`src/rtl/ira_pkg.sv`:
```
`default_nettype none

package ira_pkg;

  localparam int VALUE_WIDTH_DEF = 32;
  localparam int RADIX_W         = 6;
  localparam int CHAR_W          = 8;
  localparam int DIGIT_W         = 5;

  localparam logic [RADIX_W-1:0] RADIX_RESET = 6'd10;
  localparam logic [RADIX_W-1:0] RADIX_MIN   = 6'd2;
  localparam logic [RADIX_W-1:0] RADIX_MAX   = 6'd32;
  localparam logic [RADIX_W-1:0] RADIX_DEC   = 6'd10;

  localparam logic [CHAR_W-1:0] CHAR_ZERO   = 8'd48;
  localparam logic [CHAR_W-1:0] CHAR_LETTER = 8'd65;
  localparam logic [CHAR_W-1:0] CHAR_MINUS  = 8'd45;
  localparam logic [CHAR_W-1:0] CHAR_NONE   = 8'd0;

  localparam logic [DIGIT_W-1:0] DIGIT_TEN = 5'd10;

  typedef enum logic [2:0] {
    ST_IDLE,
    ST_DIVIDE,
    ST_SIGN,
    ST_EMIT,
    ST_BAD
  } state_t;

  typedef struct packed {
    logic load;
    logic div_step;
    logic load_sign;
    logic load_digit;
    logic load_bad;
  } cmd_t;

  typedef struct packed {
    logic bad_radix;
    logic neg;
    logic digit_done;
    logic quot_zero;
    logic count_full;
    logic idx_zero;
    logic slot_free;
  } status_t;

  function automatic logic [CHAR_W-1:0] digit_to_ascii(input logic [DIGIT_W-1:0] d);
    if (d >= DIGIT_TEN) begin
      return CHAR_LETTER + CHAR_W'(d - DIGIT_TEN);
    end
    return CHAR_ZERO + CHAR_W'(d);
  endfunction

endpackage

`default_nettype wire

```
`src/rtl/ira_if.sv`:
```
`default_nettype none

interface ira_value_if #(parameter int WIDTH = ira_pkg::VALUE_WIDTH_DEF);
  logic             valid;
  logic             ready;
  logic [WIDTH-1:0] value;
  modport source (output valid, output value, input ready);
  modport sink (input valid, input value, output ready);
endinterface

interface ira_char_if;
  logic                         valid;
  logic                         ready;
  logic [ira_pkg::CHAR_W-1:0]   digit_char;
  logic                         last;
  logic                         bad_radix;
  modport source (output valid, output digit_char, output last, output bad_radix, input ready);
  modport sink (input valid, input digit_char, input last, input bad_radix, output ready);
endinterface

interface ira_cfg_if;
  logic                        valid;
  logic                        ready;
  logic [ira_pkg::RADIX_W-1:0] radix;
  modport source (output valid, output radix, input ready);
  modport sink (input valid, input radix, output ready);
endinterface

`default_nettype wire

```
`src/rtl/ira_ctrl.sv`:
```
`default_nettype none

module ira_ctrl (
  input  wire logic             clk,
  input  wire logic             rst,
  input  wire logic             in_valid,
  output logic                  in_ready,
  input  wire ira_pkg::status_t status,
  output ira_pkg::cmd_t         cmd
);

  ira_pkg::state_t state;
  ira_pkg::state_t state_next;

  always_ff @(posedge clk) begin
    if (rst) begin
      state <= ira_pkg::ST_IDLE;
    end else begin
      state <= state_next;
    end
  end

  always_comb begin
    state_next = state;
    cmd        = '0;
    in_ready   = 1'b0;
    case (state)
      ira_pkg::ST_IDLE: begin
        in_ready = !rst;
        if (in_valid && !rst) begin
          if (status.bad_radix) begin
            state_next = ira_pkg::ST_BAD;
          end else begin
            cmd.load   = 1'b1;
            state_next = ira_pkg::ST_DIVIDE;
          end
        end
      end
      ira_pkg::ST_DIVIDE: begin
        cmd.div_step = 1'b1;
        if (status.digit_done && (status.quot_zero || status.count_full)) begin
          state_next = status.neg ? ira_pkg::ST_SIGN : ira_pkg::ST_EMIT;
        end
      end
      ira_pkg::ST_SIGN: begin
        if (status.slot_free) begin
          cmd.load_sign = 1'b1;
          state_next    = ira_pkg::ST_EMIT;
        end
      end
      ira_pkg::ST_EMIT: begin
        if (status.slot_free) begin
          cmd.load_digit = 1'b1;
          if (status.idx_zero) begin
            state_next = ira_pkg::ST_IDLE;
          end
        end
      end
      ira_pkg::ST_BAD: begin
        if (status.slot_free) begin
          cmd.load_bad = 1'b1;
          state_next   = ira_pkg::ST_IDLE;
        end
      end
      default: begin
        state_next = ira_pkg::ST_IDLE;
      end
    endcase
  end

endmodule

`default_nettype wire

```
`src/rtl/ira_datapath.sv`:
```
`default_nettype none

module ira_datapath #(
  parameter int VALUE_WIDTH = ira_pkg::VALUE_WIDTH_DEF
) (
  input  wire logic                         clk,
  input  wire logic                         rst,
  input  wire ira_pkg::cmd_t                cmd,
  output ira_pkg::status_t                  status,
  input  wire logic [VALUE_WIDTH-1:0]       value,
  input  wire logic                         cfg_write,
  input  wire logic [ira_pkg::RADIX_W-1:0]  cfg_radix,
  input  wire logic                         out_ready,
  output logic                              out_valid,
  output logic [ira_pkg::CHAR_W-1:0]        digit_char,
  output logic                              last,
  output logic                              bad_radix
);

  localparam int IDX_W = $clog2(VALUE_WIDTH);
  localparam int CNT_W = $clog2(VALUE_WIDTH + 1);

  logic [ira_pkg::RADIX_W-1:0] radix;
  logic [VALUE_WIDTH-1:0]      quot;
  logic [ira_pkg::DIGIT_W-1:0] rem;
  logic [IDX_W-1:0]            bitcnt;
  logic [CNT_W-1:0]            count;
  logic [IDX_W-1:0]            idx;
  logic                        neg;
  logic [ira_pkg::DIGIT_W-1:0] store [VALUE_WIDTH];

  logic [ira_pkg::RADIX_W-1:0] trial;
  logic                        ge;
  logic [ira_pkg::DIGIT_W-1:0] rem_next;
  logic [VALUE_WIDTH-1:0]      quot_next;
  logic                        neg_in;
  logic [VALUE_WIDTH-1:0]      mag;

  // Restoring divide step: dividend bit in, quotient bit out.
  always_comb begin
    trial     = {rem, quot[VALUE_WIDTH-1]};
    ge        = (trial >= radix);
    rem_next  = ge ? ira_pkg::DIGIT_W'(trial - radix) : ira_pkg::DIGIT_W'(trial);
    quot_next = {quot[VALUE_WIDTH-2:0], ge};
    neg_in    = value[VALUE_WIDTH-1] && (radix == ira_pkg::RADIX_DEC);
    mag       = neg_in ? (~value + VALUE_WIDTH'(1)) : value;
  end

  always_comb begin
    status.bad_radix  = (radix < ira_pkg::RADIX_MIN) || (radix > ira_pkg::RADIX_MAX);
    status.neg        = neg;
    status.digit_done = (bitcnt == IDX_W'(VALUE_WIDTH - 1));
    status.quot_zero  = (quot_next == '0);
    status.count_full = (count == CNT_W'(VALUE_WIDTH - 1));
    status.idx_zero   = (idx == '0);
    status.slot_free  = !out_valid || out_ready;
  end

  always_ff @(posedge clk) begin
    if (rst) begin
      radix     <= ira_pkg::RADIX_RESET;
      out_valid <= 1'b0;
    end else begin
      if (cfg_write) begin
        radix <= cfg_radix;
      end
      if (cmd.load_sign || cmd.load_digit || cmd.load_bad) begin
        out_valid <= 1'b1;
      end else if (out_ready) begin
        out_valid <= 1'b0;
      end
    end
  end

  always_ff @(posedge clk) begin
    if (cmd.load) begin
      quot   <= mag;
      rem    <= '0;
      bitcnt <= '0;
      count  <= '0;
      neg    <= neg_in;
    end else if (cmd.div_step) begin
      quot <= quot_next;
      if (status.digit_done) begin
        store[count[IDX_W-1:0]] <= rem_next;
        idx    <= count[IDX_W-1:0];
        count  <= count + CNT_W'(1);
        rem    <= '0;
        bitcnt <= '0;
      end else begin
        rem    <= rem_next;
        bitcnt <= bitcnt + IDX_W'(1);
      end
    end else if (cmd.load_digit) begin
      idx <= idx - IDX_W'(1);
    end

    if (cmd.load_sign) begin
      digit_char <= ira_pkg::CHAR_MINUS;
      last       <= 1'b0;
      bad_radix  <= 1'b0;
    end else if (cmd.load_digit) begin
      digit_char <= ira_pkg::digit_to_ascii(store[idx]);
      last       <= (idx == '0);
      bad_radix  <= 1'b0;
    end else if (cmd.load_bad) begin
      digit_char <= ira_pkg::CHAR_NONE;
      last       <= 1'b1;
      bad_radix  <= 1'b1;
    end
  end

endmodule

`default_nettype wire

```
`src/rtl/integer_to_radix_ascii_unit.sv`:
```
`default_nettype none

// Integer to ASCII converter in a configurable radix (2 to 32).
// number : one signed VALUE_WIDTH-bit integer per transfer.
// chars  : one ASCII character per transfer, most significant digit first;
//          last marks the final character. In radix 10 a negative value gives
//          a leading '-' and then its magnitude; other radices print the raw
//          two's complement pattern. A radix outside 2..32 gives one transfer
//          with digit_char 0, last 1 and bad_radix 1.
// cfg    : writes the radix; ready outside reset. Write only while idle, as
//          the radix is read on every division step.
// Operation: an item is loaded, then divided digit by digit, one quotient bit
// per cycle through a shared restoring divider; then the characters go out,
// one per cycle when chars is not stalled.
// One item is converted at a time; number is ready again once the last
// character sits in the output register, so the next item's division
// overlaps the wait for that character to be taken.
// Stall: a stalled chars holds the output register and the emit sequence.
// Reset: radix returns to 10, the output register empties, the controller
// returns to idle; number and cfg stay not ready while rst is held.
module integer_to_radix_ascii_unit #(
  parameter int VALUE_WIDTH = ira_pkg::VALUE_WIDTH_DEF
) (
  input  wire logic clk,
  input  wire logic rst,
  ira_value_if.sink number,
  ira_char_if.source chars,
  ira_cfg_if.sink   cfg
);

  ira_pkg::cmd_t    cmd;
  ira_pkg::status_t status;

  // Take configuration whenever reset is released; the divider reads the
  // radix on every step, so hold writes off until the block is idle.
  assign cfg.ready = !rst;

  ira_ctrl u_ctrl (
    .clk      (clk),
    .rst      (rst),
    .in_valid (number.valid),
    .in_ready (number.ready),
    .status   (status),
    .cmd      (cmd)
  );

  ira_datapath #(
    .VALUE_WIDTH (VALUE_WIDTH)
  ) u_datapath (
    .clk        (clk),
    .rst        (rst),
    .cmd        (cmd),
    .status     (status),
    .value      (number.value[VALUE_WIDTH-1:0]),
    .cfg_write  (cfg.valid),
    .cfg_radix  (cfg.radix),
    .out_ready  (chars.ready),
    .out_valid  (chars.valid),
    .digit_char (chars.digit_char),
    .last       (chars.last),
    .bad_radix  (chars.bad_radix)
  );

endmodule

`default_nettype wire

```
`src/flat_wrapper.sv`:
```
// flat-port wrapper written by rule: the top's interface ports become plain ports
module integer_to_radix_ascii_unit_flat import ira_pkg::*;
#(
  parameter int VALUE_WIDTH = ira_pkg::VALUE_WIDTH_DEF
)
  (clk, rst, number_valid, number_value, number_ready, chars_valid, chars_digit_char, chars_last, chars_bad_radix, chars_ready, cfg_valid, cfg_radix, cfg_ready);
  ira_value_if #(.WIDTH((VALUE_WIDTH_DEF))) number_i ();
  ira_char_if chars_i ();
  ira_cfg_if cfg_i ();
  input  wire logic clk;
  input  wire logic rst;
  input wire logic [$bits(number_i.valid)-1:0] number_valid;
  input wire logic [$bits(number_i.value)-1:0] number_value;
  output wire logic [$bits(number_i.ready)-1:0] number_ready;
  output wire logic [$bits(chars_i.valid)-1:0] chars_valid;
  output wire logic [$bits(chars_i.digit_char)-1:0] chars_digit_char;
  output wire logic [$bits(chars_i.last)-1:0] chars_last;
  output wire logic [$bits(chars_i.bad_radix)-1:0] chars_bad_radix;
  input wire logic [$bits(chars_i.ready)-1:0] chars_ready;
  input wire logic [$bits(cfg_i.valid)-1:0] cfg_valid;
  input wire logic [$bits(cfg_i.radix)-1:0] cfg_radix;
  output wire logic [$bits(cfg_i.ready)-1:0] cfg_ready;
  assign number_i.valid = number_valid;
  assign number_i.value = number_value;
  assign number_ready = number_i.ready;
  assign chars_valid = chars_i.valid;
  assign chars_digit_char = chars_i.digit_char;
  assign chars_last = chars_i.last;
  assign chars_bad_radix = chars_i.bad_radix;
  assign chars_i.ready = chars_ready;
  assign cfg_i.valid = cfg_valid;
  assign cfg_i.radix = cfg_radix;
  assign cfg_ready = cfg_i.ready;
  integer_to_radix_ascii_unit #(.VALUE_WIDTH(VALUE_WIDTH)) u_core (.clk(clk), .rst(rst), .number(number_i), .chars(chars_i), .cfg(cfg_i));
endmodule
```
`config.mk`:
```
export PLATFORM = sky130hd
export DESIGN_NAME = integer_to_radix_ascii_unit_flat
export DESIGN_NICKNAME = d
export VERILOG_FILES = /design/src/rtl/ira_pkg.sv /design/src/rtl/ira_if.sv /design/src/rtl/ira_ctrl.sv /design/src/rtl/ira_datapath.sv /design/src/rtl/integer_to_radix_ascii_unit.sv /design/src/flat_wrapper.sv
export SDC_FILE = /design/constraint.sdc
export NUM_CORES = 1
export LEC_CHECK = 0
export BUFFER_PORTS_ARGS = -buffer_cell sky130_fd_sc_hd__buf_2
export CORE_ASPECT_RATIO = 0.8
export CORE_UTILIZATION = 61
export CTS_CLUSTER_DIAMETER = 30
export CTS_CLUSTER_SIZE = 14
export DETAILED_ROUTE_END_ITERATION = 10
export HOLD_SLACK_MARGIN = 0.15
export PLACE_DENSITY = 0.9
export SLEW_MARGIN = 0
export SYNTH_ARGS = -nofsm -noshare
export SYNTH_HDL_FRONTEND = slang
export SYNTH_SLANG_ARGS = --single-unit
export TNS_END_PERCENT = 50
```
`constraint.sdc`:
```
create_clock -name clk -period 3.9 [get_ports clk]
set_clock_uncertainty 0.2 [all_clocks]
set_input_delay 0.585 -clock clk [delete_from_list [all_inputs] [get_ports clk]]
set_output_delay 0.585 -clock clk [all_outputs]
set_load 0.02 [all_outputs]
```
==> results of run 1 <==
-- kinds of logic (layout without fill, tap and decap cells) --
kind of cell / Yosys count / count (layout)
DFF: 238 / 238
muxes: 77 / 77
AOI/OAI and AO/OA: 154 / 154
other: 1 / 1
buffers and inverters: 68 / 166
adders and majority gates: 20 / 20
xor gates and xnor gates: 41 / 41
and+or+nand+nor: 249 / 249
-- synthesized netlist by cell type (all sizes together) (20+ instances only) --
master	count
a21oi	31
clkbuf	23
dfxtp	40
edfxtp	198
inv	26
mux2i	44
mux4	25
nand2	81
nor2	79
o21ai	55
xnor2	21
xor2	20
-- cell type report --
| type | instances | share of cell area, % |
|---|---|---|
| inverter | 27 | 0.797 |
| tap | 225 | 2.21 |
| clock inverter | 23 | 1.95 |
| clock buffer | 41 | 7.40 |
| sequential | 238 | 53.0 |
| timing repair buffer | 75 | 3.58 |
| multi-input combinational | 542 | 31.0 |
-- report_power, final --
group	total [µW]	leakage, µW	switching (µW)	internal, µW
sequential	3690	0.00214	205	3490
clock	3160	0.000562	1190	1960
combinational	1760	0.00190	1200	554
total	8610	0.00460	2600	6010
-- worst paths after layout --
| path | to | depth (start not counted) | slack (ps) | startpoint |
|---|---|---|---|---|
| worst max-delay path | u_core.u_datapath.rem[1] | 11 | 270 | u_core.u_datapath.quot[31] |
| worst min-delay path | u_core.u_datapath.radix[2] | 2 | 200 | rst |
| worst max register to register | u_core.u_datapath.rem[1] | 11 | 270 | u_core.u_datapath.quot[31] |
| worst min register to register | u_core.u_datapath.digit_char[6] | 2 | 250 | u_core.u_datapath.digit_char[6] |
-- critical path, delay by kind of cell (launching register included) --
family                     cells  cell delay, ps
and+or+nand+nor                1              90
DFF                            1             370
muxes                          1             660
AOI/OAI and AO/OA              5            1420
adders and majority gates      2             570
buffers and inverters          2             180
-- state kept, by name, summed over array words and instances, names as in the netlist, named ones only --
register / count
u_core.u_datapath.quot: 32
u_core.u_datapath.out_valid: 1
u_core.u_datapath.neg: 1
u_core.u_datapath.rem: 5
u_core.u_datapath.last: 1
u_core.u_datapath.store: 160
u_core.u_datapath.bitcnt: 5
u_core.u_datapath.bad_radix: 1
u_core.u_datapath.digit_char: 7
u_core.u_datapath.idx: 5
u_core.u_datapath.count: 6
u_core.u_datapath.radix: 6
u_core.u_ctrl.state: 3
-- metal layers --
metal	global-route usage (%)	vias up	wire length [µm]
li1	-	3353	-
met2	46.5	442	12100
met3	6.58	67	2440
met5	0	-	0
met1	38.4	3611	10500
met4	13.0	0	811
-- per-stage QoR --
step,power [µW],std cells
after floorplan,4840,848
after global placement,5320,1101
after detailed placement,5420,1101
after CTS,8580,1171
after global routing,8920,1171
final,8610,1171
==> impl_metrics.tcl, run 1 <==
set metrics [dict create \
    outcome "finished with violations" \
    violations "design-rule violations" \
    dr.pass1.iters 9 \
    placed_area_um2 11500 \
    wl_per_cell_um 22.1 \
    synth_compound_area_share_pct 9.08 \
    synthCells 848 \
    n_fill_cell 1060 \
    grt_pass1_wl_um 40800 \
    io_buffers 54 \
    grt_use_total_pct 29.0 \
    cpPeakStageDelay_ps 660 \
    htreeDepth 2 \
    initial_utilization_pct 62.9 \
    multi_input_area_um2 3950 \
    vias_per_cell 6.38 \
    gp_congestion 0.871 \
    synth.avg_cell_area_um2 13.0 \
    cts_setup_buffers 0 \
    clk_pin_slew_ps 50 \
    p_per_area_nw_per_um2 677 \
    utilization_pct 72.8 \
    syn_nets 911 \
    drtAntennaViolNets 0 \
    cts_tree "yes" \
    hold_viol_final 0 \
    period_needed_ps 3630 \
    finalInstanceArea_um2 12700 \
    syn_area_um2 11000 \
    crit_fanout 33 \
    synth_mux_area_share_pct 10.2 \
    seq_area_frac_synth_pct 61.3 \
    ctsResizeCount 0 \
    synth-adder-area-share_pct 2.34 \
    yosys.area_share.simple_pct 10.8 \
    insertedDiodeCount 0 \
    layout.cells.most_common_list "edfxtp_1 (198), nand2_1 (80), nor2_1 (77)" \
    synthArstFlopShare_pct 0 \
    synth.area.top_cells "edfxtp_1 (54%), dfxtp_1 (7.3%), mux4_2 (4.1%), mux2i_1 (3.9%), nand2_1 (2.7%)" \
    antenna_found_initial 0 \
    clk_latency_ps 510 \
    yosys_register_bits 238 \
    finalSetupTns_ps 0 \
    core_area_um2 17500 \
    cts_root_buffer "clkbuf_16" \
    fin_nets 983 \
    period_share_pct 93.2 \
    die_w_um 152 \
    area_growth_pct 15.6 \
    slew_violations 0 \
    drt-total-wl_um 25800 \
    power.leakage_uw 0.00460 \
    drc 2 \
    cp.required_ps 4090 \
    cts_made_buffers 36 \
    worst_hold_slack_ps 197 \
    die_area_um2 18600 \
    final_common_cell "edfxtp_1" \
    path_cells "inv_1, ha_1, inv_1, fa_1, a21o_1, a21oi_1, nand2_1, a21o_1, a21oi_2, mux2_2, a32o_1" \
    max_slew.worst_pin.slew_ps 1380 \
    criticalPathCategory "reg2reg" \
    yosys_most_used_dff "edfxtp_1" \
    synth_top_family_by_area "simple AND/OR/NAND/NOR gates" \
    max_freq_mhz 275 \
    via_count 7473 \
    grt_max_degree 66 \
    synth_largest_area_cell "edfxtp_1" \
    hold_class "in2reg" \
    synthDistinctLibCells 71 \
    first_global_vias 7392 \
    critical_path.slowest_cell "mux2_2" \
    post-place-ws_ps 436 \
    rows 43 \
    critPathLaunchType "register" \
    end_kind "register" \
    drtIter0Drc 809 \
    overflow 0 \
    hold_buffers 6 \
    rsz0062_at_grt "false" \
    dp_hpwl_um 15700 \
    final.setup.worst_slack_ps 267 \
    fp.dieH_um 122 \
    relSlewSlack_pct 7.92 \
    clock_path_buffers 3 \
    setup_violations 0 \
    worstPathArrival_ps 3830 \
    synthXorXnorAreaFrac_pct 3.26 \
    io_pins 56 \
    seq_area_um2 6750 \
    ir_drop_mv 0.441 \
    ys_warn_count 0 \
    netlist.area_leader.share_pct 54.0 \
    synth-edff-count 198 \
    cts_sinks 238 \
    cap_violations 0 \
    layout-drive-gt1-share_pct 19.1 \
]
No activity file was read; power rests on OpenSTA's default activity.
==> run 2: changes to the inputs <==
--- a/config.mk
+++ b/config.mk
@@ -12,7 +12,8 @@
 export CTS_CLUSTER_SIZE = 14
 export DETAILED_ROUTE_END_ITERATION = 10
 export HOLD_SLACK_MARGIN = 0.15
-export PLACE_DENSITY = 0.9
+export PLACE_DENSITY = 0.79
+export SKIP_LAST_GASP = 1
 export SLEW_MARGIN = 0
 export SYNTH_ARGS = -nofsm -noshare
 export SYNTH_HDL_FRONTEND = slang
==> run 2 against run 1 <==
The flow still finishes with violations (design-rule violations); die area unchanged; cell count barely moved; total power about the same; critical path type unchanged.
==> impl_metrics.tcl, run 2 (synthesis gave the netlist of run 1 again) <==
set metrics [dict create \
    hold_viol_final 0 \
    max_slew.worst_pin.slew_ps 851 \
    worst_hold_slack_ps 218 \
    crit_fanout 9 \
    io_buffers 54 \
    dp_hpwl_um 17400 \
    area_growth_pct 15.7 \
    insertedDiodeCount 0 \
    ir_drop_mv 0.344 \
    period_needed_ps 3560 \
    critical_path.slowest_cell "a21oi_2" \
    max_freq_mhz 281 \
    placed_area_um2 11500 \
    drtIter0Drc 838 \
    final.setup.worst_slack_ps 339 \
    layout.cells.most_common_list "edfxtp_1 (198), nand2_1 (80), nor2_1 (77)" \
    fin_nets 984 \
    ctsResizeCount 0 \
    rsz0062_at_grt "false" \
    relSlewSlack_pct 43.3 \
    cp.required_ps 4080 \
    final_common_cell "edfxtp_1" \
    r2r_start "u_core.u_datapath.quot[31]" \
    grt_max_degree 66 \
    fp.dieH_um 122 \
    worstPathArrival_ps 3740 \
    cts_made_buffers 35 \
    hold_class "in2reg" \
    drt-total-wl_um 26900 \
    drc 3 \
    slew_violations 0 \
    worst-path-buf-inv 2 \
    rows 43 \
    gp_congestion 0.950 \
    finalInstanceArea_um2 12700 \
    p_per_area_nw_per_um2 677 \
    grt_pass1_wl_um 41800 \
    clk_latency_ps 500 \
    hold_buffers 6 \
    critPathLaunchType "register" \
    first_global_vias 7498 \
    cts_sinks 238 \
    io_pins 56 \
    violations "design-rule violations" \
    wl_per_cell_um 22.9 \
    die_area_um2 18600 \
    htreeDepth 2 \
    cts_root_buffer "clkbuf_16" \
    path_cells "inv_1, ha_1, inv_1, fa_1, a21o_1, a21oi_1, nand2_1, a21o_1, a21oi_2, a211oi_1, a311oi_2, o31ai_1, a32o_1" \
    finalSetupTns_ps 0 \
    cts_setup_buffers 0 \
    end_kind "register" \
    criticalPathCategory "reg2reg" \
    initial_utilization_pct 62.9 \
    cts_tree "yes" \
    largest_register_ffs 160 \
    overflow 0 \
    setup_violations 0 \
    clk_pin_slew_ps 50 \
    path_delay_family "compound AO/OA/AOI/OAI gates" \
    period_share_pct 91.3 \
    die_w_um 152 \
    cpPeakStageDelay_ps 450 \
    grt_use_total_pct 30.0 \
    startpoint "u_core.u_datapath.quot[31]" \
    power.leakage_uw 0.00461 \
    core_area_um2 17500 \
    layout-drive-gt1-share_pct 18.9 \
    cap_violations 0 \
    antenna_found_initial 0 \
    min_from "rst" \
    outcome "finished with violations" \
    via_count 7607 \
    post-place-ws_ps 515 \
    vias_per_cell 6.49 \
    drtAntennaViolNets 0 \
    clock_path_buffers 3 \
    dr.pass1.iters 11 \
]
## run 2: path summary, 6_finish.rpt
path         depth (start not counted)  slack, ps                         endpoint
max reg2reg                         13        340           u_core.u_ctrl.state[0]
min reg2reg                          2        260  u_core.u_datapath.digit_char[3]
min                                  2        220       u_core.u_datapath.radix[4]
max                                 13        340           u_core.u_ctrl.state[0]
## run 2: worst register-to-register path, stage by stage, from the launching register on
cell and delay, ps:
edfxtp_1 350, inv_1 90, ha_1 150, inv_1 60, fa_1 420, a21o_1 190
a21oi_1 260, nand2_1 100, a21o_1 200, a21oi_2 450, a211oi_1 220, a311oi_2 350
o31ai_1 130, a32o_1 270
## run 2: layer usage
layer / vias to the layer above / wire length [µm] / global-route usage, %
met2: 427 / 12400 / 47.6
met4: 0 / 790 / 10.8
met3: 80 / 2960 / 9.64
met5: - / 0 / 0
met1: 3754 / 10700 / 39.3
li1: 3346 / - / -
## run 2: per-stage QoR
stage / power [µW] / utilization [%] / instances
2_1_floorplan: 4840 / - / 848
3_3_place_gp: 5340 / 65.7 / 1103
3_5_place_dp: 5450 / 65.7 / 1103
4_1_cts: 8610 / 72.8 / 1172
5_1_grt: 8930 / 72.8 / 1172
6_report: 8610 / 72.8 / 1172
## run 2: report_power, final
group | internal (µW) | switching, µW | leakage, µW | total [µW]
Clock | 2020 | 1140 | 0.000561 | 3150
Combinational | 572 | 1210 | 0.00191 | 1780
Sequential | 3490 | 193 | 0.00214 | 3680
## run 2: cell type report
class                   instances  area (µm²)
flip-flops and latches        238        6750
clock inverters                22         234
inverters                      27         101
fillers                      1081        4750
well taps                     225         282
clock buffers                  41         951
repair buffers                 77         470
multi-input cells             542        3950
